[config.mk]
export PLATFORM = sky130hd
export DESIGN_NAME = multi_version_row_compactor
export DESIGN_NICKNAME = d
export VERILOG_FILES = /design/src/sv/mvrc_pkg.sv /design/src/sv/mvrc_queue_mem.sv /design/src/sv/mvrc_out_reg.sv /design/src/sv/multi_version_row_compactor.sv
export SDC_FILE = /design/constraint.sdc
export NUM_CORES = 2
export LEC_CHECK = 0
export BUFFER_PORTS_ARGS = -buffer_cell sky130_fd_sc_hd__buf_2
export CORE_UTILIZATION = 42
export DETAILED_ROUTE_END_ITERATION = 10
export PLACE_DENSITY = 0.61
export SYNTH_ARGS = -nofsm -noshare
export SYNTH_HDL_FRONTEND = slang
export SYNTH_HIERARCHICAL = 1
export SYNTH_SLANG_ARGS = --single-unit
[constraint.sdc]
create_clock -name clk_i -period 14.7 [get_ports clk_i]
set_clock_uncertainty 0.15 [all_clocks]
set_input_delay 0.735 -clock clk_i [delete_from_list [all_inputs] [get_ports clk_i]]
set_output_delay 0.735 -clock clk_i [all_outputs]
set_load 0.01 [all_outputs]
[src/sv/mvrc_pkg.sv]
// ---------------------------------------------------------------------------
// mvrc_pkg
// Shared types and constants of the multi-version row compactor.
// ---------------------------------------------------------------------------
package mvrc_pkg;

  localparam int unsigned QUEUE_DEPTH_DEF = 16;

  localparam int unsigned KEY_W = 64;
  localparam int unsigned VER_W = 63;
  localparam int unsigned SEQ_W = 63;
  localparam int unsigned PAY_W = 32;
  localparam int unsigned OSEQ_W = 64;

  // Sequence number carried by the shadow row: negated largest signed 64-bit value.
  localparam logic signed [OSEQ_W-1:0] SHADOW_SEQ = 64'sh8000000000000001;

  typedef enum logic [2:0] {
    STAT_OK      = 3'd0,
    STAT_KEY     = 3'd1,
    STAT_VERSION = 3'd2,
    STAT_EMPTY   = 3'd3,
    STAT_FULL    = 3'd4
  } status_e;

  typedef enum logic [1:0] {
    S_IDLE,
    S_READ,
    S_EMIT
  } state_e;

  // One queued version of the current key.
  typedef struct packed {
    logic [VER_W-1:0] version;
    logic [PAY_W-1:0] payload;
  } entry_t;

  // One result item.
  typedef struct packed {
    logic                     row_valid;
    logic [KEY_W-1:0]         key;
    logic [VER_W-1:0]         version;
    logic signed [OSEQ_W-1:0] seq;
    logic [PAY_W-1:0]         payload;
    logic                     first_flag;
    logic                     last_flag;
    logic                     shadow_flag;
    logic                     compacted_flag;
    status_e                  status;
    logic                     last_result;
  } result_t;

  // Result that carries only a status.
  function automatic result_t status_result(status_e st);
    result_t r;
    r             = '0;
    r.status      = st;
    r.last_result = 1'b1;
    return r;
  endfunction

endpackage

[src/sv/mvrc_queue_mem.sv]
// ---------------------------------------------------------------------------
// mvrc_queue_mem
// Version queue storage: one write port, one read port, registered read.
// ---------------------------------------------------------------------------
module mvrc_queue_mem import mvrc_pkg::*; #(
  parameter int unsigned DEPTH = QUEUE_DEPTH_DEF,
  localparam int unsigned AW   = $clog2(DEPTH)
) (
  input  logic          clk_i,
  input  logic          we_i,
  input  logic [AW-1:0] waddr_i,
  input  entry_t        wdata_i,
  input  logic          re_i,
  input  logic [AW-1:0] raddr_i,
  output entry_t        rdata_o
);

  entry_t mem_q [DEPTH];
  entry_t rdata_q;

  always_ff @(posedge clk_i) begin
    if (we_i) begin
      mem_q[waddr_i] <= wdata_i;
    end
  end

  always_ff @(posedge clk_i) begin
    if (re_i) begin
      rdata_q <= mem_q[raddr_i];
    end
  end

  assign rdata_o = rdata_q;

endmodule

[src/sv/mvrc_out_reg.sv]
// ---------------------------------------------------------------------------
// mvrc_out_reg
// Output register of the result channel; frees as soon as the result is taken.
// ---------------------------------------------------------------------------
module mvrc_out_reg import mvrc_pkg::*; (
  input  logic    clk_i,
  input  logic    rst_ni,
  input  logic    load_i,
  input  result_t data_i,
  output logic    free_o,
  output logic    valid_o,
  input  logic    ready_i,
  output result_t data_o
);

  logic    valid_q, valid_d;
  result_t data_q, data_d;

  assign free_o = !valid_q || ready_i;

  always_comb begin
    valid_d = valid_q;
    data_d  = data_q;
    if (load_i && free_o) begin
      valid_d = 1'b1;
      data_d  = data_i;
    end else if (ready_i) begin
      valid_d = 1'b0;
    end
  end

  always_ff @(posedge clk_i or negedge rst_ni) begin
    if (!rst_ni) begin
      valid_q <= 1'b0;
    end else begin
      valid_q <= valid_d;
    end
  end

  always_ff @(posedge clk_i) begin
    data_q <= data_d;
  end

  assign valid_o = valid_q;
  assign data_o  = data_q;

endmodule

[src/sv/multi_version_row_compactor.sv]
// ---------------------------------------------------------------------------
// multi_version_row_compactor
// Compacts sorted multi-version rows into per-key groups.
// ---------------------------------------------------------------------------
// A push or an empty finish writes its status result to the output register on
// the cycle of the request, and the next request is taken on the following
// cycle provided the output register is free. A group flush passes through
// S_READ and then S_EMIT for each emitted row (a single row, or the shadow row
// plus one row per queued version), as set by the version queue memory's single
// read port and its registered read; no request is taken during a flush. A push
// whose key is larger than the queued key flushes the group and then starts the
// new group from it. The queue memory needs no clearing after reset.
module multi_version_row_compactor import mvrc_pkg::*; #(
  parameter int unsigned QUEUE_DEPTH = QUEUE_DEPTH_DEF
) (
  input  logic                     clk_i,
  input  logic                     rst_ni,
  input  logic                     in_valid_i,
  output logic                     in_ready_o,
  input  logic                     operation_i,
  input  logic [KEY_W-1:0]         row_key_i,
  input  logic [VER_W-1:0]         trans_version_i,
  input  logic [SEQ_W-1:0]         seq_number_i,
  input  logic [PAY_W-1:0]         payload_handle_i,
  output logic                     out_valid_o,
  input  logic                     out_ready_i,
  output logic                     row_valid_o,
  output logic [KEY_W-1:0]         out_key_o,
  output logic [VER_W-1:0]         out_version_o,
  output logic signed [OSEQ_W-1:0] out_seq_o,
  output logic [PAY_W-1:0]         out_payload_o,
  output logic                     first_flag_o,
  output logic                     last_flag_o,
  output logic                     shadow_flag_o,
  output logic                     compacted_flag_o,
  output logic [2:0]               status_o,
  output logic                     last_result_o
);

  localparam int unsigned AW = $clog2(QUEUE_DEPTH);
  localparam int unsigned CW = $clog2(QUEUE_DEPTH + 1);
  localparam logic [CW-1:0] FULL_COUNT = CW'(QUEUE_DEPTH);

  state_e           state_q, state_d;
  logic [CW-1:0]    count_q, count_d;
  logic [CW-1:0]    pos_q, pos_d;
  logic             pend_q, pend_d;
  logic [KEY_W-1:0] gkey_q, gkey_d;
  logic [SEQ_W-1:0] tail_seq_q, tail_seq_d;
  logic [VER_W-1:0] tail_ver_q, tail_ver_d;
  logic [KEY_W-1:0] pkey_q, pkey_d;
  logic [SEQ_W-1:0] pseq_q, pseq_d;
  entry_t           pent_q, pent_d;

  logic          mem_we;
  logic [AW-1:0] mem_waddr;
  entry_t        mem_wdata;
  logic          mem_re;
  logic [AW-1:0] mem_raddr;
  entry_t        mem_rdata;

  logic    out_load;
  logic    out_free;
  result_t out_din;
  result_t out_dout;

  logic    accept;
  logic    multi;
  logic    last_pos;
  entry_t  in_entry;

  assign in_ready_o = (state_q == S_IDLE) && out_free;
  assign accept     = in_valid_i && in_ready_o;
  assign multi      = (count_q > CW'(1));
  assign last_pos   = multi ? (pos_q == count_q) : 1'b1;
  assign in_entry   = '{version: trans_version_i, payload: payload_handle_i};

  mvrc_queue_mem #(
    .DEPTH (QUEUE_DEPTH)
  ) u_queue_mem (
    .clk_i   (clk_i),
    .we_i    (mem_we),
    .waddr_i (mem_waddr),
    .wdata_i (mem_wdata),
    .re_i    (mem_re),
    .raddr_i (mem_raddr),
    .rdata_o (mem_rdata)
  );

  mvrc_out_reg u_out_reg (
    .clk_i   (clk_i),
    .rst_ni  (rst_ni),
    .load_i  (out_load),
    .data_i  (out_din),
    .free_o  (out_free),
    .valid_o (out_valid_o),
    .ready_i (out_ready_i),
    .data_o  (out_dout)
  );

  always_comb begin
    state_d    = state_q;
    count_d    = count_q;
    pos_d      = pos_q;
    pend_d     = pend_q;
    gkey_d     = gkey_q;
    tail_seq_d = tail_seq_q;
    tail_ver_d = tail_ver_q;
    pkey_d     = pkey_q;
    pseq_d     = pseq_q;
    pent_d     = pent_q;
    mem_we     = 1'b0;
    mem_waddr  = '0;
    mem_wdata  = in_entry;
    mem_re     = 1'b0;
    mem_raddr  = '0;
    out_load   = 1'b0;
    out_din    = '0;

    case (state_q)
      S_IDLE: begin
        if (accept) begin
          if (operation_i) begin
            if (count_q == '0) begin
              out_load = 1'b1;
              out_din  = status_result(STAT_EMPTY);
            end else begin
              pos_d   = '0;
              pend_d  = 1'b0;
              state_d = S_READ;
            end
          end else if (count_q == '0) begin
            mem_we     = 1'b1;
            gkey_d     = row_key_i;
            tail_seq_d = seq_number_i;
            tail_ver_d = trans_version_i;
            count_d    = CW'(1);
            out_load   = 1'b1;
            out_din    = status_result(STAT_OK);
          end else if (row_key_i < gkey_q) begin
            out_load = 1'b1;
            out_din  = status_result(STAT_KEY);
          end else if (row_key_i == gkey_q) begin
            out_load = 1'b1;
            if (tail_ver_q > trans_version_i) begin
              out_din = status_result(STAT_VERSION);
            end else if (tail_ver_q == trans_version_i) begin
              // repeated version keeps the first entry
              out_din = status_result((tail_seq_q >= seq_number_i) ? STAT_VERSION
                                                                    : STAT_OK);
            end else if (count_q == FULL_COUNT) begin
              out_din = status_result(STAT_FULL);
            end else begin
              mem_we     = 1'b1;
              mem_waddr  = count_q[AW-1:0];
              count_d    = count_q + CW'(1);
              tail_seq_d = seq_number_i;
              tail_ver_d = trans_version_i;
              out_din    = status_result(STAT_OK);
            end
          end else begin
            // larger key: flush, then start the new group from this row
            pkey_d  = row_key_i;
            pseq_d  = seq_number_i;
            pent_d  = in_entry;
            pend_d  = 1'b1;
            pos_d   = '0;
            state_d = S_READ;
          end
        end
      end

      S_READ: begin
        mem_re = 1'b1;
        if (multi && (pos_q != '0)) begin
          mem_raddr = AW'(pos_q - CW'(1));
        end
        state_d = S_EMIT;
      end

      S_EMIT: begin
        out_din.row_valid      = 1'b1;
        out_din.key            = gkey_q;
        out_din.version        = mem_rdata.version;
        out_din.payload        = mem_rdata.payload;
        out_din.compacted_flag = 1'b1;
        out_din.status         = STAT_OK;
        out_din.first_flag     = (pos_q == '0);
        out_din.shadow_flag    = multi && (pos_q == '0);
        out_din.seq            = (multi && (pos_q == '0)) ? SHADOW_SEQ : '0;
        out_din.last_flag      = last_pos;
        out_din.last_result    = last_pos;
        if (out_free) begin
          out_load = 1'b1;
          if (last_pos) begin
            count_d = '0;
            state_d = S_IDLE;
            if (pend_q) begin
              mem_we     = 1'b1;
              mem_wdata  = pent_q;
              gkey_d     = pkey_q;
              tail_seq_d = pseq_q;
              tail_ver_d = pent_q.version;
              count_d    = CW'(1);
              pend_d     = 1'b0;
            end
          end else begin
            pos_d   = pos_q + CW'(1);
            state_d = S_READ;
          end
        end
      end

      default: begin
        state_d = S_IDLE;
      end
    endcase
  end

  always_ff @(posedge clk_i or negedge rst_ni) begin
    if (!rst_ni) begin
      state_q <= S_IDLE;
      count_q <= '0;
      pos_q   <= '0;
      pend_q  <= 1'b0;
    end else begin
      state_q <= state_d;
      count_q <= count_d;
      pos_q   <= pos_d;
      pend_q  <= pend_d;
    end
  end

  always_ff @(posedge clk_i) begin
    gkey_q     <= gkey_d;
    tail_seq_q <= tail_seq_d;
    tail_ver_q <= tail_ver_d;
    pkey_q     <= pkey_d;
    pseq_q     <= pseq_d;
    pent_q     <= pent_d;
  end

  assign row_valid_o      = out_dout.row_valid;
  assign out_key_o        = out_dout.key;
  assign out_version_o    = out_dout.version;
  assign out_seq_o        = out_dout.seq;
  assign out_payload_o    = out_dout.payload;
  assign first_flag_o     = out_dout.first_flag;
  assign last_flag_o      = out_dout.last_flag;
  assign shadow_flag_o    = out_dout.shadow_flag;
  assign compacted_flag_o = out_dout.compacted_flag;
  assign status_o         = out_dout.status;
  assign last_result_o    = out_dout.last_result;

endmodule

==> metrics.log <==
[metrics] run status: finished clean
[metrics] syn_area_per_cell: 18.7 sq um
[metrics] PwrDens: 158 nW/um^2
[metrics] beginning of the worst register-to-register path: tail_ver_q[26]
[metrics] Layout area overhead: 18.4%
[metrics] worst slew pin tran: 1.15 ns
[metrics] Nets: 6,070
[metrics] share of the clock period used by the worst path after layout: 50.6%
[metrics] count of flip-flops with a built-in enable after synthesis: 2,259
[metrics] final core utilization: 50.1%
[metrics] Clock Latency Late Sink: 0.88 ns
[metrics] Cell Count Post-Placement: 7,998
[metrics] maximum number of pins on one net before global-route repair: 234
[metrics] via count of the first global-routing pass: 47,336
[metrics] TritonCTS clock tree: done
[metrics] final critical path time including I/O delays and setup: 7.44 ns
[metrics] num rows: 168
[metrics] overall global routing resource usage: 19.4%
[metrics] first-pass iteration count of the detailed router: 6
[metrics] Remaining DRCs: 0
[metrics] startpoint-to-endpoint class of the critical path: input pin to register
[metrics] fraction of layout instances using a drive strength above 1: 23.7%
[metrics] startpoint type of the worst setup path: input pin
[metrics] Die Y-Extent: 462 microns
[metrics] Final Hold Fails: 0
[metrics] Reg2Reg Depth: 14
[metrics] clock-pin slew reported for the worst setup and hold paths after clock tree synthesis: 0.06 ns
[metrics] library cell occupying the most area in the post-synthesis netlist: sky130_fd_sc_hd__edfxtp_1
[metrics] total number of H-tree levels: 4
[metrics] Reg2Reg Setup Slack: 7.55 ns
[metrics] Setup Total Neg Slack: 0 ns
[metrics] RePlAce Congestion: 0.792
[metrics] Critical-path top delay cell: sky130_fd_sc_hd__nor2_4
[metrics] final HPWL from detailed placement: 121,000 microns
[metrics] cells taking the most area after synthesis: sky130_fd_sc_hd__edfxtp_1 (76%), sky130_fd_sc_hd__mux4_2 (9.6%), sky130_fd_sc_hd__ha_1 (2.8%)
[metrics] number of DRC markers after the initial detailed-route iteration: 3,624
[metrics] Worst VDD drop: 0.000112 V
[metrics] CTS Sinks: 2,273
[metrics] count of cells along the worst hold path: 1
[metrics] number of synthesized register bits: 2,273
[metrics] wire length reported by the detailed router: 207,000 microns
[metrics] Critical path buffers and inverters: 5
[metrics] peak fanout along the critical path: 55
[metrics] clock tree root driver cell: sky130_fd_sc_hd__clkbuf_16
[metrics] TritonCTS buffer count: 229
[metrics] required time at the endpoint of the critical path: 15.01 ns
[metrics] number of different library cells in the post-synthesis netlist: 74
[metrics] Die ar.: 213,000 sq um
[metrics] count of pins over their slew limit: 0
[metrics] Antenna Nets Post-Route: 0
[metrics] most used standard cells in the synthesized netlist: sky130_fd_sc_hd__edfxtp_1 (2,259), sky130_fd_sc_hd__nand2_1 (524), sky130_fd_sc_hd__mux4_2 (380), sky130_fd_sc_hd__o21ai_0 (225), sky130_fd_sc_hd__inv_1 (199)
[metrics] leakage power: 35.6 nW
[metrics] largest stage delay on the critical path: 1.00 ns
[metrics] average routed wire per standard cell: 23.9 microns
[metrics] setup violators final: 0
[metrics] PnR worst setup slack: 7.26 ns
[metrics] I/O pin total: 461
[metrics] cell family with most CP delay: simple AND/OR/NAND/NOR gates
[metrics] per-cell via count in the routed design: 5.30
[metrics] cells resized by post-CTS repair: 0
[metrics] global-route wire length before repair: 307,000 microns
[metrics] crit path launch: trans_version_i[26]
[metrics] hold crit path type: input pin to register
[metrics] cell with the most instances after synthesis: sky130_fd_sc_hd__edfxtp_1
[metrics] number of buffers on the longest clock path: 3
[metrics] total number of cells along the worst setup path: 17
[metrics] unrepaired setup endpoints after global routing: false
[metrics] effective utilization at floorplan: 42.3%
[metrics] antenna violations before repair: 12
[metrics] Core ar.: 210,000 sq um
[metrics] asr flop ratio synth: 0.616%
[metrics] die outline width: 462 microns
[metrics] Place WS: 6.71 ns
[metrics] number of warning messages in the yosys log: 6
[metrics] count of input and output buffers: 460
[metrics] worst path cell trace: dlygate4sd3_1, buf_2, inv_1, ha_1, nand4_1, nor4_1, nand3_1, nand3b_1, a2111oi_0, o21ai_1, and3b_1, nand2_1, nor2_1, nand3b_1, nor2_4, buf_4, buf_4
[metrics] post-CTS setup buffer count: 0
[metrics] netlist area before placement: 88,800 sq um
[metrics] share of the yosys chip area belonging to registers: 76.7%
[metrics] total of max-cap violations: 0
[metrics] f_max: 134 MHz
[metrics] vias after detailed routing: 45,900
[metrics] area share of the largest cell type after synthesis: 76.4%
[metrics] count of mapped cells out of synthesis: 4,746
[metrics] Arr. time, crit path: 7.75 ns
[metrics] type of element capturing the critical path: register
[metrics] remaining max-slew budget at the tightest pin: 23.0%
[metrics] Worst Hold Launch: trans_version_i[38]
[metrics] Synth Flop Type: sky130_fd_sc_hd__edfxtp_1
[metrics] grt total ovfl: 0
[metrics] Layout Cells excl Fill: 8,661
[cell type report]
class | instances | area (sq um)
Timing Repair Buffer | 820 | 5650
Tap cell | 2805 | 3510
Inverter | 199 | 754
Multi-Input combinational cell | 2124 | 19300
Fill cell | 17142 | 105000
Antenna cell | 8 | 20.0
Clock buffer | 274 | 5900
Clock inverter | 158 | 1830
Sequential cell | 2273 | 68200
[per-layer routing]
layer | vias to the layer above | global-route usage (%) | part of all wire, %
met5 | - | 0 | 0.0063
met4 | 2 | 5.53 | 2.4
met3 | 265 | 2.78 | 4.8
met2 | 1164 | 32.2 | 49
met1 | 23940 | 26.7 | 44
li1 | 20529 | - | -
[logic make-up (layout without fill, tap and decap cells)]
family / count (synthesis) / in the layout / share of synthesized area [%]
other: 1 / 70 / 0.00422
DFF: 2273 / 2273 / 76.7
and+or+nand+nor: 880 / 880 / 4.43
muxes: 416 / 416 / 10.1
AOI/OAI and AO/OA: 563 / 563 / 3.95
adders and majority gates: 196 / 196 / 2.76
xor gates and xnor gates: 7 / 7 / 0.0690
buffers and inverters: 410 / 1451 / 1.96
[timing repair]
action	4_1_cts	5_1_grt
hold buffers	223	0
setup endpoints to repair	0	0
endpoints found under the hold margin	274	0
[sequential cells by signal, summed over array words and instances (netlist names), 63 cells and up]
name,count
pseq_q,63
pkey_q,64
gkey_q,64
pent_q,95
tail_ver_q,63
u_out_reg/data_o,232
u_queue_mem/mem_q,1520
tail_seq_q,63
u_queue_mem/rdata_o,95
[cell usage in the layout, fill, tap and decap left out, types with 14 or more instances in the layout]
master	instances
sky130_fd_sc_hd__dlygate4sd3_1	223
sky130_fd_sc_hd__a21o_1	22
sky130_fd_sc_hd__nand3_1	22
sky130_fd_sc_hd__dfrtp_1	14
sky130_fd_sc_hd__inv_1	198
sky130_fd_sc_hd__bufinv_16	30
sky130_fd_sc_hd__nor2_4	15
sky130_fd_sc_hd__and2_1	98
sky130_fd_sc_hd__buf_2	460
sky130_fd_sc_hd__edfxtp_1	2259
sky130_fd_sc_hd__clkinvlp_4	15
sky130_fd_sc_hd__clkbuf_16	229
sky130_fd_sc_hd__a22oi_1	190
sky130_fd_sc_hd__a21oi_1	78
sky130_fd_sc_hd__clkbuf_1	45
sky130_fd_sc_hd__nor2_1	97
sky130_fd_sc_hd__buf_4	130
sky130_fd_sc_hd__nor3_1	15
sky130_fd_sc_hd__ha_1	196
sky130_fd_sc_hd__o21ai_0	221
sky130_fd_sc_hd__nand4_1	40
sky130_fd_sc_hd__mux4_2	380
sky130_fd_sc_hd__clkinv_2	34
sky130_fd_sc_hd__mux2_2	33
sky130_fd_sc_hd__clkinv_1	57
sky130_fd_sc_hd__nand2_1	524
sky130_fd_sc_hd__conb_1	62
[path summary, 6_finish.rpt]
kind,to
max,u_queue_mem/mem_q[5][10]
min,pent_q[70]
max reg2reg,u_queue_mem/mem_q[5][10]
min reg2reg,gkey_q[61]
max in group asynchronous,count_q[1]
min in group asynchronous,u_out_reg/valid_o
[worst register-to-register path: cells and delay by family, from the launching register on]
family / cells / cell delay (ns)
AND/OR/NAND/NOR: 9 / 4.13
buffers and inverters: 2 / 1.33
flip-flops: 1 / 0.36
AO/OA/AOI/OAI: 2 / 0.37
adder cells (fa/ha/maj): 1 / 0.32
[power by group]
group,switching (mW),internal [mW]
clock network,2.53,3.41
registers,0.119,7.73
logic,1.78,1.09
total,4.43,12.2
[metrics by stage]
stage | instance area, sq um | hold slack [ns] | power [mW]
3_5_place_dp | 95200 | 0.345 | 10.9
2_1_floorplan | 89100 | 0.289 | 9.81
5_1_grt | 105000 | 0.0271 | 17.3
3_3_place_gp | 95200 | 0.336 | 10.8
4_1_cts | 105000 | 0.00261 | 16.9
6_report | 105000 | 0.0634 | 16.7
Power figures use the tool's default switching activity.
